===== src/hdl/dfclt_pkg.sv =====
`timescale 1ns / 1ps
// Shared types and constants for the data frame client learning table.
// Depends on nothing; data_frame_client_learning_table imports it.

package dfclt_pkg;

    // Number of learned entries the table can hold.
    localparam int TABLE_DEPTH = 10;

    // Entry index and entry count widths follow from the depth.
    localparam int IDX_W = (TABLE_DEPTH > 1) ? $clog2(TABLE_DEPTH) : 1;
    localparam int CNT_W = $clog2(TABLE_DEPTH + 1);

    localparam int ADDR_W  = 48;
    localparam int ENTRY_W = 2 * ADDR_W;

    // Frame qualification constants.
    localparam logic [7:0]  FC_TYPE_MASK = 8'h0C;
    localparam logic [7:0]  FC_TYPE_DATA = 8'h08;
    localparam logic [15:0] MIN_LEN_EXCL = 16'd36;

    typedef struct packed {
        logic [7:0]        frame_control;
        logic [15:0]       frame_length;
        logic [ADDR_W-1:0] source_addr;
        logic [ADDR_W-1:0] bssid_addr;
    } in_word_t;

    typedef struct packed {
        logic       qualified;
        logic       already_known;
        logic       newly_added;
        logic       dropped_full;
        logic [3:0] slot_index;
        logic [3:0] stored_count;
    } out_word_t;

endpackage


===== src/hdl/dfclt_ram.sv =====
`timescale 1ns / 1ps
// Generic single-write, single-read RAM with a registered read port.
// Depends on nothing.

module dfclt_ram #(
    parameter int WIDTH = 8,
    parameter int DEPTH = 16
) (
    input  logic                                     aclk,
    input  logic                                     we,
    input  logic [((DEPTH > 1) ? $clog2(DEPTH) : 1)-1:0] waddr,
    input  logic [WIDTH-1:0]                         wdata,
    input  logic [((DEPTH > 1) ? $clog2(DEPTH) : 1)-1:0] raddr,
    output logic [WIDTH-1:0]                         rdata
);

    logic [WIDTH-1:0] mem [DEPTH];

    always_ff @(posedge aclk) begin
        if (we) begin
            mem[waddr] <= wdata;
        end
        rdata <= mem[raddr];
    end

endmodule


===== src/hdl/data_frame_client_learning_table.sv =====
`timescale 1ns / 1ps
// Top level of the data frame client learning table: handshake, scan sequencer
// and result register. Depends on dfclt_pkg and dfclt_ram.
//
//   Port group   Dir  Handshake          Word type
//   s_*          in   s_valid / s_ready  in_word_t  (frame summary)
//   m_*          out  m_valid / m_ready  out_word_t (learning result)
//
// A qualifying frame scans the learned entries in order, each entry by a RAM
// read in ST_READ, then a compare in ST_CMP using the single 48-bit comparator.
// A hit ends the scan; when every held entry misses, ST_DECIDE adds the frame
// if the table has room and flags it as dropped otherwise. A frame that does
// not qualify goes from ST_CHECK straight to ST_OUT. s_ready is high only
// while idle; a result waits in its register until m_ready takes it.
// Reset clears the state and the entry count; table contents are never cleared, since
// entries at or above the count are never read.

module data_frame_client_learning_table
    import dfclt_pkg::*;
(
    input  logic      aclk,
    input  logic      aresetn,
    input  logic      s_valid,
    output logic      s_ready,
    input  in_word_t  s_data,
    output logic      m_valid,
    input  logic      m_ready,
    output out_word_t m_data
);

    typedef enum logic [2:0] {
        ST_IDLE,
        ST_CHECK,
        ST_READ,
        ST_CMP,
        ST_DECIDE,
        ST_OUT
    } state_t;

    state_t     state_reg, state_next;
    in_word_t   item_reg, item_next;
    out_word_t  res_reg, res_next;
    logic [IDX_W-1:0] idx_reg, idx_next;
    logic [CNT_W-1:0] count_reg, count_next;

    logic               ram_we;
    logic [IDX_W-1:0]   ram_waddr;
    logic [ENTRY_W-1:0] ram_wdata;
    logic [ENTRY_W-1:0] ram_rdata;
    logic               qual;
    logic               hit;
    logic               last_entry;

    // Each entry holds the BSSID in the upper half and the source address below.
    dfclt_ram #(
        .WIDTH(ENTRY_W),
        .DEPTH(TABLE_DEPTH)
    ) u_entry_ram (
        .aclk  (aclk),
        .we    (ram_we),
        .waddr (ram_waddr),
        .wdata (ram_wdata),
        .raddr (idx_reg),
        .rdata (ram_rdata)
    );

    assign qual = ((item_reg.frame_control & FC_TYPE_MASK) == FC_TYPE_DATA)
                  && (item_reg.frame_length > MIN_LEN_EXCL);
    assign hit        = (ram_rdata[ADDR_W-1:0] == item_reg.source_addr);
    assign last_entry = ((CNT_W'(idx_reg) + CNT_W'(1)) == count_reg);

    assign ram_waddr = count_reg[IDX_W-1:0];
    assign ram_wdata = {item_reg.bssid_addr, item_reg.source_addr};

    assign s_ready = (state_reg == ST_IDLE);
    assign m_valid = (state_reg == ST_OUT);
    assign m_data  = res_reg;

    always_comb begin
        state_next = state_reg;
        item_next  = item_reg;
        res_next   = res_reg;
        idx_next   = idx_reg;
        count_next = count_reg;
        ram_we     = 1'b0;
        case (state_reg)
            ST_IDLE: begin
                if (s_valid) begin
                    item_next  = s_data;
                    state_next = ST_CHECK;
                end
            end
            ST_CHECK: begin
                res_next = '0;
                res_next.stored_count = 4'(count_reg);
                idx_next = '0;
                if (!qual) begin
                    state_next = ST_OUT;
                end else begin
                    res_next.qualified = 1'b1;
                    if (count_reg == '0) begin
                        state_next = ST_DECIDE;
                    end else begin
                        state_next = ST_READ;
                    end
                end
            end
            ST_READ: begin
                state_next = ST_CMP;
            end
            ST_CMP: begin
                if (hit) begin
                    res_next.already_known = 1'b1;
                    res_next.slot_index    = 4'(idx_reg);
                    state_next             = ST_OUT;
                end else if (last_entry) begin
                    state_next = ST_DECIDE;
                end else begin
                    idx_next   = idx_reg + IDX_W'(1);
                    state_next = ST_READ;
                end
            end
            ST_DECIDE: begin
                if (count_reg < CNT_W'(TABLE_DEPTH)) begin
                    ram_we                = 1'b1;
                    count_next            = count_reg + CNT_W'(1);
                    res_next.newly_added  = 1'b1;
                    res_next.slot_index   = 4'(count_reg);
                    res_next.stored_count = 4'(count_reg + CNT_W'(1));
                end else begin
                    res_next.dropped_full = 1'b1;
                end
                state_next = ST_OUT;
            end
            ST_OUT: begin
                if (m_ready) begin
                    state_next = ST_IDLE;
                end
            end
            default: begin
                state_next = ST_IDLE;
            end
        endcase
    end

    always_ff @(posedge aclk) begin
        if (!aresetn) begin
            state_reg <= ST_IDLE;
            count_reg <= '0;
        end else begin
            state_reg <= state_next;
            count_reg <= count_next;
        end
        item_reg <= item_next;
        res_reg  <= res_next;
        idx_reg  <= idx_next;
    end

endmodule

===== config.mk =====
export PLATFORM = sky130hd
export DESIGN_NAME = data_frame_client_learning_table
export DESIGN_NICKNAME = d
export VERILOG_FILES = /design/src/hdl/dfclt_pkg.sv /design/src/hdl/dfclt_ram.sv /design/src/hdl/data_frame_client_learning_table.sv
export SDC_FILE = /design/constraint.sdc
export NUM_CORES = 1
export LEC_CHECK = 0
export BUFFER_PORTS_ARGS = -buffer_cell sky130_fd_sc_hd__buf_2
export CAP_MARGIN = 20
export CORE_AREA = 5 5 243 245
export DETAILED_ROUTE_END_ITERATION = 10
export DIE_AREA = 0 0 248 250
export GPL_ROUTABILITY_DRIVEN = 0
export PLACE_DENSITY_LB_ADDON = 0.1
export RECOVER_POWER = 50
export SLEW_MARGIN = 20
export SYNTH_ARGS = -nofsm -noshare
export SYNTH_HDL_FRONTEND = slang
export SYNTH_SLANG_ARGS = --single-unit

===== constraint.sdc =====
create_clock -name aclk -period 3.1 [get_ports aclk]
set_input_delay 0.775 -clock aclk [delete_from_list [all_inputs] [get_ports aclk]]
set_output_delay 0.775 -clock aclk [all_outputs]
set_load 0.02 [all_outputs]

Yosys cells after proc, flatten, opt, wreduce, memory -nomap -nowiden

Memories as Yosys holds them, arrays and structs flattened. A register that Yosys moved wholly into a read port is not among the register bits.
Index checks and enable logic that the tools add are counted.
Widths: inputs -> output; s select.

Word-level logic and storage cells: 71
Bits in registers: 139
Bits in writable memories: 960
Bits of input ports: 124
Memories: 1

Magnitude comparators: 2
Reductions and logical operators: 14
Eq/ne operators: 15
Muxes and demuxes: 24
Add/sub/neg operators: 2

Memory list:

| name            | words | bits a word | read ports | clocked after Yosys merged registers in | wr ports | line            | text |
|---|---|---|---|---|---|---|---|
| u_entry_ram.mem | 10    | 96          | 1          | 1                                       | 1        | dfclt_ram.sv:17 | `logic [WIDTH-1:0] mem [DEPTH];` |

Operators with widths:

| kind                | count |
|---|---|
| $eq 48x48->1        | 1 |
| $mux 3              | 6 |
| $pmux 3 s6          | 1 |
| $gt 16x6->1 const B | 1 |
| $pmux 4 s2          | 2 |
| $mux 4              | 3 |
| $ne 2x2->1 const B  | 6 |
| $pmux 4 s3          | 1 |
| $reduce_and 2->1    | 6 |
| $add 4x1->4 const B | 2 |
| $mux 1              | 8 |
| $mux 8              | 1 |
| $eq 3x2->1 const B  | 2 |
| $eq 3x3->1 const B  | 2 |
| $reduce_and 3->1    | 2 |
| $eq 4x4->1          | 1 |
| $logic_not 4->1     | 1 |
| $lt 4x4->1 const B  | 1 |
| $pmux 2 s2          | 1 |
| $reduce_bool 2->1   | 2 |
| $eq 3x1->1 const B  | 1 |
| $logic_not 3->1     | 1 |
| $reduce_bool 3->1   | 1 |
| $eq 2x2->1 const B  | 1 |
| 3 further kinds     | 3 |

Depth between registers and ports, before layout

Gate-level depths: netlist of run 1.

Depth in word-level cells: 5
Depth in mapped cells: 9
Mapped depth without buffers: 6

Cells and area by module

A second synthesis of run 1 with hierarchy kept.

Cells, all modules: 2359
Area total of the unflattened synthesis: 44794.2 µm²

Modules (own cells, without submodules):

| module                           | sequential area each (µm²) | cells an instance | area each (µm²) | times used |
|---|---|---|---|---|
| dfclt_ram                        | 30749.5                    | 2057              | 39616.7         | 1 |
| data_frame_client_learning_table | 4043.9                     | 302               | 5177.5          | 1 |

Least setup slack after synthesis of run 1

Ideal clock, no wire load.

Kind: reg-to-reg
From: register state_reg[1]
To: register item_reg[100] (netlist name), enable pin
Period minus slack after synthesis: 3116 ps
Stages on the path, launching flop included: 4
Arrival: 2686 ps
Path buffers: 1
Library setup time: 431 ps
Slack: -16 ps
Data required time: 2669 ps
Path through: dfxtp_1 clkbuf_1 nor3_1 and2_1

Cells in the longest elaborated chain, start to end: 2

Ends and longest elaborated chain:

| element                           | line                                    | text |
|---|---|---|
| start, declared                   | data_frame_client_learning_table.sv:40  | `state_t state_reg, state_next;` |
| start signal, assigned            | data_frame_client_learning_table.sv:151 | `state_reg <= state_next;` |
| $logic_not 3->1                   | --                                      |  |
| via s_ready                       | data_frame_client_learning_table.sv:24  | `output logic s_ready,` |
| $reduce_and 2->1 (no source line) | --                                      |  |
| end signal, assigned              | data_frame_client_learning_table.sv:154 | `item_reg <= item_next;` |
| end, declared                     | data_frame_client_learning_table.sv:41  | `in_word_t item_reg, item_next;` |

The timed path passes the listed nets, and every way through them passes these cells.
A chain may end at the register's enable or synchronous reset.

Worst setup path after layout of run 1

From: register item_reg[67] (netlist name)
To: register res_reg (netlist bit m_data[7]), enable pin

Cells in the longest elaborated chain, start to end: 3

Ends and longest elaborated chain:

| element                           | line                                    | text |
|---|---|---|
| $eq 48x48->1                      | data_frame_client_learning_table.sv:69  | `assign hit = (ram_rdata[ADDR_W-1:0] == item_reg.source_addr);` |
| $ne 2x2->1 (no source line)       | --                                      |  |
| $reduce_and 3->1 (no source line) | --                                      |  |
| end signal, assigned              | data_frame_client_learning_table.sv:155 | `res_reg <= res_next;` |
| end, declared                     | data_frame_client_learning_table.sv:42  | `out_word_t res_reg, res_next;` |

Every way passes these cells.

==> impl_metrics.yaml, run 1 <==
status:
  outcome: "finished clean"
clock_network:
  cts-root-buf: "clkbuf_16"
  insertion_delay_ns: 0.58
  cts_tree: "done"
  cts_made_buffers: 68
  htree_num_levels: 3
  cts_resized: 0
  numClockSinks: 617
  cts_buffer_depth: 3
  hold_buffers: 0
  postCtsSetupBuffers: 0
  cts.clk_slew.worst_paths_ns: 0.06
setup_path:
  cp_slowest_cell: "edfxtp_1"
  rr_startpoint: "item_reg[67]"
  cp.required_ns: 3.33
  start_kind: "register"
  crit_type: "reg -> reg"
  path_cells: "xnor2_1 > nand4_1 > nor4_1 > nand3_1 > buf_4 > o21bai_1"
  cp-startpoint: "item_reg[67]"
  cp-end-kind: "register"
  slowest_delay_ns: 0.53
  worstPathArrival_ns: 3.02
  path_max_fanout: 11
cells_and_area:
  largest_register_ffs: 480
  drive_above_1_share_pct: 23.6
  antenna_cells: 0
  fillers: 4825
  area_growth_pct: 16.7
  final_nets: 1399
routing:
  postRouteAntennaNets: 0
  dr.pass1.iters: 4
  remaining_drc_errors: 0
  wl_per_cell_um: 24.1
  viasPerCell: 5.18
  wl_um: 50200
  vias: 10792
  drt_first_iter_violations: 526
timing:
  final.setup.worst_slack_ns: 0.319
  slew_violations: 0
  min_period_ns: 2.78
  tightest_slew_ns: 0.811
  finalSetupViolations: 0
  finalHoldViolCount: 0
  fmax_mhz: 360
  relSlewSlack_pct: 45.9
  rsz0062_at_grt: "no"
  final.period_utilization_pct: 89.7
  fin_skew_ns: 0.0147
  tns_ns: 0
power_and_ir_drop:
  power.density_nw_per_um2: 722
  ir_drop_uv: 381
  p_total_mw: 19.3
  leakagePower_nw: 8.68
logic_synthesis:
  synth_top_flop_cell: "edfxtp_1"
  synth_area_leaders: "edfxtp_1 (74%), mux4_2 (9.4%), dfxtp_1 (4.8%)"
  synth-async-reset-ratio_pct: 0
  ys_warn_count: 0
  yosysSeqAreaShare_pct: 78.3
  synth_top_area_share_pct: 73.5
  synth_most_common_cell: "edfxtp_1"
  synth_edf_count: 562
  ys_seq_elements: 617
  synth_area_um2: 23000
  ys_types: 39
  synth_common_cells: "edfxtp_1 (562), mux4_2 (96), a21oi_1 (55), dfxtp_1 (55), xnor2_1 (54)"
  yosys.area.top_type: "edfxtp_1"
  avgSynthCellArea_um2: 20.4
  syn_nets: 1255
  synth_cells: 1125
grt:
  grt_pass1_wl_um: 75100
  grt_max_degree: 84
  antenna_found_initial: 0
  grtUsageTotal_pct: 16.4
  grt_remaining_overflow: 0
  first_global_vias: 11418
job:
  cap_viol_max_count: 0
placement:
  port_buffers: 83
  hpwl_um: 27200
  pre_cts_ws_ns: 0.319
floorplanning:
  fp-row-count: 88
  start_util_pct: 40.3
  die_y_um: 250
  coreArea_um2: 56900
  dieArea_um2: 62000
  die_x_um: 248
  io_pins: 138
worst_hold_path:
  min_from: "s_data[53]"
  hold_path.class: "in -> reg"
-- layout make-up --
class	count	area [µm²]	area share (%)
Multi-Input combinational cell	444	4710	17.6
Clock inverter	23	283	1.06
Tap cell	765	957	3.57
Timing Repair Buffer	129	918	3.43
Sequential cell	617	18000	67.1
Clock buffer	96	1910	7.14
Inverter	9	33.8	0.126
-- cells in the final DEF, fill, tap and decap left out, types with 7 or more instances in the layout --
cell type / instances
nor2_1: 8
buf_4: 26
buf_12: 15
a211oi_1: 48
nor2b_1: 49
nand4_1: 14
edfxtp_1: 562
xnor2_1: 54
clkbuf_1: 39
bufinv_16: 7
mux4_2: 96
inv_1: 9
clkinv_2: 7
mux2i_1: 49
clkbuf_16: 73
nand2_1: 10
a21oi_1: 55
dfxtp_1: 55
clkinv_1: 8
buf_2: 71
-- where the power goes --
group | internal, mW | leakage, nW | switching (mW) | total (mW)
Clock | 4.87 | 1.07 | 3.13 | 8.00
Sequential | 9.53 | 5.56 | 0.280 | 9.81
Combinational | 0.669 | 2.05 | 0.856 | 1.53
-- final timing paths --
kind / slack (ns) / depth (start not counted) / end
max reg2reg: 0.32 / 6 / m_data[7]
max: 0.32 / 6 / m_data[7]
min: 0.37 / 1 / item_reg[53]
min reg2reg: 0.53 / 2 / u_entry_ram.rdata[44]
-- stage by stage --
| stage | utilization [%] | hold WS (ns) | instances | area, µm² |
|---|---|---|---|---|
| floorplan | - | 0.506 | 1125 | 23000 |
| global placement | 43.3 | 0.518 | 1964 | 24600 |
| detailed placement | 43.3 | 0.528 | 1964 | 24600 |
| CTS | 47.1 | 0.319 | 2083 | 26800 |
| global route | 47.1 | 0.333 | 2083 | 26800 |
| finish | 47.1 | 0.366 | 2083 | 26800 |
-- routing by layer --
metal	up-vias	routed length, µm	GRT usage (%)
li1	4828	-	-
met1	5745	22700	23.0
met2	172	25000	26.6
met3	47	1710	2.85
met4	0	761	4.52
met5	-	0	0
-- worst max-delay path, delay by kind of cell, from the launching register on --
kind	cells	cell delay, ns
simple gates	3	1.01
flops	1	0.53
compound gates	1	0.33
xor+xnor	1	0.31
buf+inv	1	0.25
-- logic make-up (layout without fill, tap and decap cells) --
group | count (synthesis) | in the layout | synth area share (%)
xor+xnor | 58 | 58 | 2.25
fa+ha+maj | 6 | 6 | 0.327
buf+inv | 64 | 257 | 1.25
simple gates | 113 | 113 | 2.89
compound gates | 122 | 122 | 3.40
flops | 617 | 617 | 78.3
mux | 145 | 145 | 11.6
Note: power is estimated with default switching activity, not from simulation.
==> run 2: changes to the inputs <==
- CORE_AREA: 5 5 243 245 -> 5 5 337 339
- DIE_AREA: 0 0 248 250 -> 0 0 342 344
- SYNTH_HIERARCHICAL: default -> 1
==> run 2 against run 1 <==
Net effect:
- largest cell class unchanged
- synthesized area increased by 3.3%
- clock skew increased by 0.0030 ns
- sequential share of layout area fell by 4.7 points
- sequential cell count unchanged
- routed wire length increased by 26%
- total power rose by 11%
- synthesized cell count up 17%
- the run now ends with capacitance limit, slew limit left
- via count is 8.8% higher
- register-to-register slack got worse by 0.04 ns
- combinational power rose by 80%
- clock power increased by 10%
- hold slack got worse by 0.035 ns
==> impl_metrics.yaml, run 2 <==
cells_and_area:
  drive_above_1_share_pct: 28.1
  final_nets: 1582
  fillers: 11173
  final_common_cell: "edfxtp_1"
  multiInputGateArea_um2: 5350
  largest_register_ffs: 480
  area_growth_pct: 21.4
  antenna_cells: 0
  fin_cells: 3007
  stdcell_area_um2: 28800
  layout_common_cells: "edfxtp_1 (562), mux2_2 (144), mux2i_1 (97)"
  ff_latch_area_um2: 18000
worst_hold_path:
  hold_path.class: "in -> reg"
  min_to: "item_reg[64]"
  min_path_cells: 1
  min_from: "s_data[64]"
floorplanning:
  io_pins: 138
  start_util_pct: 21.5
  dieArea_um2: 118000
  coreArea_um2: 110000
  die_y_um: 344
  die_x_um: 342
  fp-row-count: 122
logic_synthesis:
  synth_cells: 1315
  avgSynthCellArea_um2: 18.0
  syn_nets: 1443
  ys_warn_count: 6
  synth_area_um2: 23700
clock_network:
  cts_made_buffers: 77
  htree_num_levels: 3
  hold_buffers: 0
  insertion_delay_ns: 0.62
  cts_tree: "done"
  cts-root-buf: "clkbuf_16"
  cts_buffer_depth: 3
  cts.clk_slew.worst_paths_ns: 0.05
  numClockSinks: 617
job:
  cap_viol_max_count: 3
grt:
  first_global_vias: 12568
  antenna_found_initial: 2
  grt_remaining_overflow: 0
  grtUsageTotal_pct: 10.7
  grt_pass1_wl_um: 90800
  grt_max_degree: 96
setup_path:
  cp.required_ns: 3.43
  start_kind: "register"
  cp-end-kind: "register"
  path_max_fanout: 11
  rr_worst_depth: 8
  regToRegSetupSlack_ns: 0.28
  worstPathArrival_ns: 3.14
  crit_type: "reg -> reg"
  rr_startpoint: "item_reg[95]"
  r2r-end: "m_data[5]"
timing:
  final.setup.worst_slack_ns: 0.281
  tightest_slew_ns: 1.73
  finalHoldViolCount: 0
  finalSetupViolations: 0
  fin_skew_ns: 0.0177
  min_period_ns: 2.82
  fmax_mhz: 355
  rsz0062_at_grt: "no"
  relSlewSlack_pct: -15.6
  tns_ns: 0
  slew_violations: 167
  final.period_utilization_pct: 90.9
routing:
  vias: 11741
  remaining_drc_errors: 0
  wl_per_cell_um: 21.0
  drt_first_iter_violations: 593
  dr.pass1.iters: 4
  viasPerCell: 3.90
  wl_um: 63000
  postRouteAntennaNets: 0
power_and_ir_drop:
  leakagePower_nw: 9.25
  power.density_nw_per_um2: 746
  ir_drop_uv: 350
placement:
  dp_cells: 2863
  post_dp_cell_area_um2: 26400
  pre_cts_ws_ns: 0.0788
  port_buffers: 83
  hpwl_um: 34300
status:
  failed_checks: "capacitance limit, slew limit"
  outcome: "finished, violations left"
run 2: cell count changes in the layout (fill, tap and decap cells not counted), moves of 14 or more:
cell      delta
o31ai_2     +40
a22o_1      +47
o22ai_1     +48
mux4_2      -96
nand2_1     +54
nor2b_1     -47
mux2_2     +144
clkbuf_1    +14
a21oi_1     -50
mux2i_1     +48
a211oi_1    -48
run 2: area by class of cell:
cell class / instances / share of cell area (%)
Tap cell: 1488 / 6.47
Sequential cell: 617 / 62.4
Clock inverter: 31 / 0.986
Clock buffer: 113 / 7.70
Timing Repair Buffer: 146 / 3.75
Inverter: 7 / 0.0912
Multi-Input combinational cell: 605 / 18.6
run 2: per-stage QoR:
stage / total power [mW] / hold WS [ns] / util, %
3_5_place_dp: 13.0 / 0.563 / 24.0
5_1_grt: 22.5 / 0.275 / 26.2
2_1_floorplan: 11.9 / 0.533 / -
4_1_cts: 22.0 / 0.266 / 26.2
3_3_place_gp: 13.0 / 0.559 / 24.0
6_report: 21.5 / 0.331 / 26.2
run 2: worst max-delay path by stage:
stage	from	to	slack, ns	cells past startpoint
after CTS	item_reg[51]	m_data[5]	0.03	8
after detailed placement	item_reg[51]	m_data[5]	0.08	8
after global placement	item_reg[51]	m_data[4]	0.10	8
after global routing	item_reg[49]	m_data[4]	0.10	8
final	item_reg[95]	m_data[5]	0.28	8
after floorplan	state_reg[0]	u_entry_ram/mem[5][0]	-0.57	6
run 2: timing repair:
action / CTS / global route
gates resized for setup: 0 / 1
buffers inserted: 0 / 0
setup endpoints to repair: 0 / 4
hold endpoints to repair: 0 / 0
run 2: metal layers:
layer / global-route usage, % / routed length [µm] / up-vias
met4: 3.17 / 1260 / 0
li1: - / - / 5443
met3: 1.97 / 1900 / 74
met2: 18.5 / 31500 / 157
met1: 13.6 / 28400 / 6067
met5: 0 / 0 / -
run 2: report_power, final:
group | internal [mW] | switching [mW]
clock network | 5.37 | 3.43
logic | 1.15 | 1.61
registers | 9.62 | 0.309
total | 16.1 | 5.35
run 2: critical path: stages, from the launching register on:
cell,delay (ns)
edfxtp_1,0.61
xnor2_1,0.39
nand4_1,0.24
nor4_1,0.36
buf_4,0.18
nand3_1,0.17
buf_4,0.22
a22oi_1,0.17
buf_4,0.17
==> run 3: changes to the inputs <==
- ABC_AREA: default -> 1
- CORE_AREA: 5 5 337 339 -> 5 5 348 350
- DIE_AREA: 0 0 342 344 -> 0 0 353 355
==> run 3 against run 2 <==
Net effect:
- routed wire length grew 9.1%
- via count up 33%
- final cell count up 33%
- core utilization is 0.64 points lower
- the run now ends clean
- die area increased by 6.5%
- hold slack gained 0.0037 ns
- sequential share of layout area shrank 2.5 points
- combinational power down 31%
- critical endpoint is now u_entry_ram/mem[3][4]
- fmax rose by 8.3%
- global-route usage grew 0.26 points
==> impl_metrics.yaml, run 3 <==
placement:
  hpwl_um: 32900
  port_buffers: 83
  post_dp_cell_area_um2: 27700
grt:
  first_global_vias: 15968
  grtUsageTotal_pct: 10.9
  grt_max_degree: 97
  antenna_found_initial: 4
  grt_remaining_overflow: 0
  grt_pass1_wl_um: 103000
status:
  outcome: "finished clean"
timing:
  finalSetupViolations: 0
  relSlewSlack_pct: 9.06
  fmax_mhz: 384
  min_period_ns: 2.60
  finalHoldViolCount: 0
  tightest_slew_ns: 1.36
  hold_ws_ns: 0.335
  rsz0062_at_grt: "no"
  final.period_utilization_pct: 84.0
  fin_skew_ns: 0.0246
  slew_violations: 0
cells_and_area:
  drive_above_1_share_pct: 9.30
  largest_register_ffs: 480
  stdcell_area_um2: 30000
  post-route-util_pct: 25.5
  final_nets: 2537
  antenna_cells: 0
  final_common_cell: "nand2_1"
  area_growth_pct: 17.9
  layout_common_cells: "nand2_1 (637), edfxtp_1 (562), inv_1 (360)"
clock_network:
  postCtsSetupBuffers: 0
  insertion_delay_ns: 0.61
  cts_buffer_depth: 3
  cts_tree: "done"
  hold_buffers: 0
  cts-root-buf: "clkbuf_16"
  cts_resized: 0
  htree_num_levels: 3
  numClockSinks: 617
  cts.clk_slew.worst_paths_ns: 0.06
  cts_made_buffers: 76
power_and_ir_drop:
  p_switching_mw: 5.08
  seqPwrFrac_pct: 48.9
  switching_share_pct: 25.2
  ir_drop_uv: 380
  p_total_mw: 20.2
  p_clk_share_pct: 41.6
  power.density_nw_per_um2: 674
  combPwrFrac_pct: 9.5
  leakagePower_nw: 11.9
  intPower_mw: 15.1
floorplanning:
  io_pins: 138
  die_x_um: 353
  die_y_um: 355
  fp-row-count: 126
  coreArea_um2: 117000
  dieArea_um2: 125000
  start_util_pct: 21.7
setup_path:
  slowest_delay_ns: 0.51
  path_max_fanout: 17
  crit_family: "simple AND/OR/NAND/NOR gates"
  worstPathArrival_ns: 2.90
  cp.depth: 7
  path_cells: "inv_1 > nor2_8 > inv_1 > nor2_4 > nand3_1 > nor2_4 > buf_12"
  cp-end-kind: "register"
  crit_type: "reg -> reg"
  cp.required_ns: 3.40
  cp_slowest_cell: "nor2_4"
  rr_worst_depth: 7
  critPathBufInv: 3
  start_kind: "register"
logic_synthesis:
  avgSynthCellArea_um2: 10.9
  synth_area_um2: 25400
  syn_nets: 2460
  synth_cells: 2332
  ys_warn_count: 6
routing:
  dr.pass1.iters: 4
  postRouteAntennaNets: 0
  viasPerCell: 3.91
  remaining_drc_errors: 0
  drt_first_iter_violations: 797
  vias: 15671
  wl_per_cell_um: 17.2
  wl_um: 68800
job:
  cap_viol_max_count: 0
worst_hold_path:
  hold_path.class: "in -> reg"
  min_path_cells: 1
==> run 3: stage by stage <==
step / TNS [ns] / setup WS (ns) / cells
2_1_floorplan: -177.37 / -0.462 / 2332
3_3_place_gp: 0 / 0.520 / 3867
3_5_place_dp: 0 / 0.535 / 3867
4_1_cts: 0 / 0.500 / 4009
5_1_grt: 0 / 0.283 / 4009
6_report: 0 / 0.496 / 4009
==> run 3: worst reg2reg max path: stages (launching register included) <==
cell     delay, ns
dfxtp_1       0.44
inv_1         0.20
nor2_8        0.23
inv_1         0.15
nor2_4        0.16
nand3_1       0.33
nor2_4        0.51
buf_12        0.27
==> run 3: cell type report <==
cell class                 instances  area, µm²
fill                           12287      87500
multi-input combinational       1224       5370
clock inverter                    42        297
sequential                       617      18000
inverter                         365       1380
timing repair buffer             125        966
tap                             1536       1920
clock buffer                     100       2070
==> run 3: per-layer routing <==
metal / routed length [µm] / part of all wire (%) / track usage, % / vias up
li1: - / - / - / 7719
met1: 33800 / 49 / 15.1 / 7636
met2: 31400 / 46 / 17.9 / 209
met3: 2130 / 3.1 / 1.87 / 103
met4: 1400 / 2.0 / 2.86 / 4
met5: 28 / 0.041 / 0 / -
==> run 3: power groups by stage <==
stage               Combinational, mW  Clock [mW]  Sequential [mW]
floorplan                        1.32           0             10.0
global placement                 2.02           0             10.0
detailed placement               2.02           0             10.0
CTS                              2.03        8.81             9.88
global route                     2.19        9.09             9.93
finish                           1.91        8.41             9.87
==> run 3: path summary, 6_finish.rpt <==
path,slack [ns],endpoint,startpoint
worst max-delay path,0.50,u_entry_ram/mem[3][4],state_reg[2]
worst min-delay path,0.33,item_reg[66],s_data[66]
worst min register to register,0.45,u_entry_ram/rdata[7],u_entry_ram/mem[9][7]
worst max register to register,0.50,u_entry_ram/mem[3][4],state_reg[2]
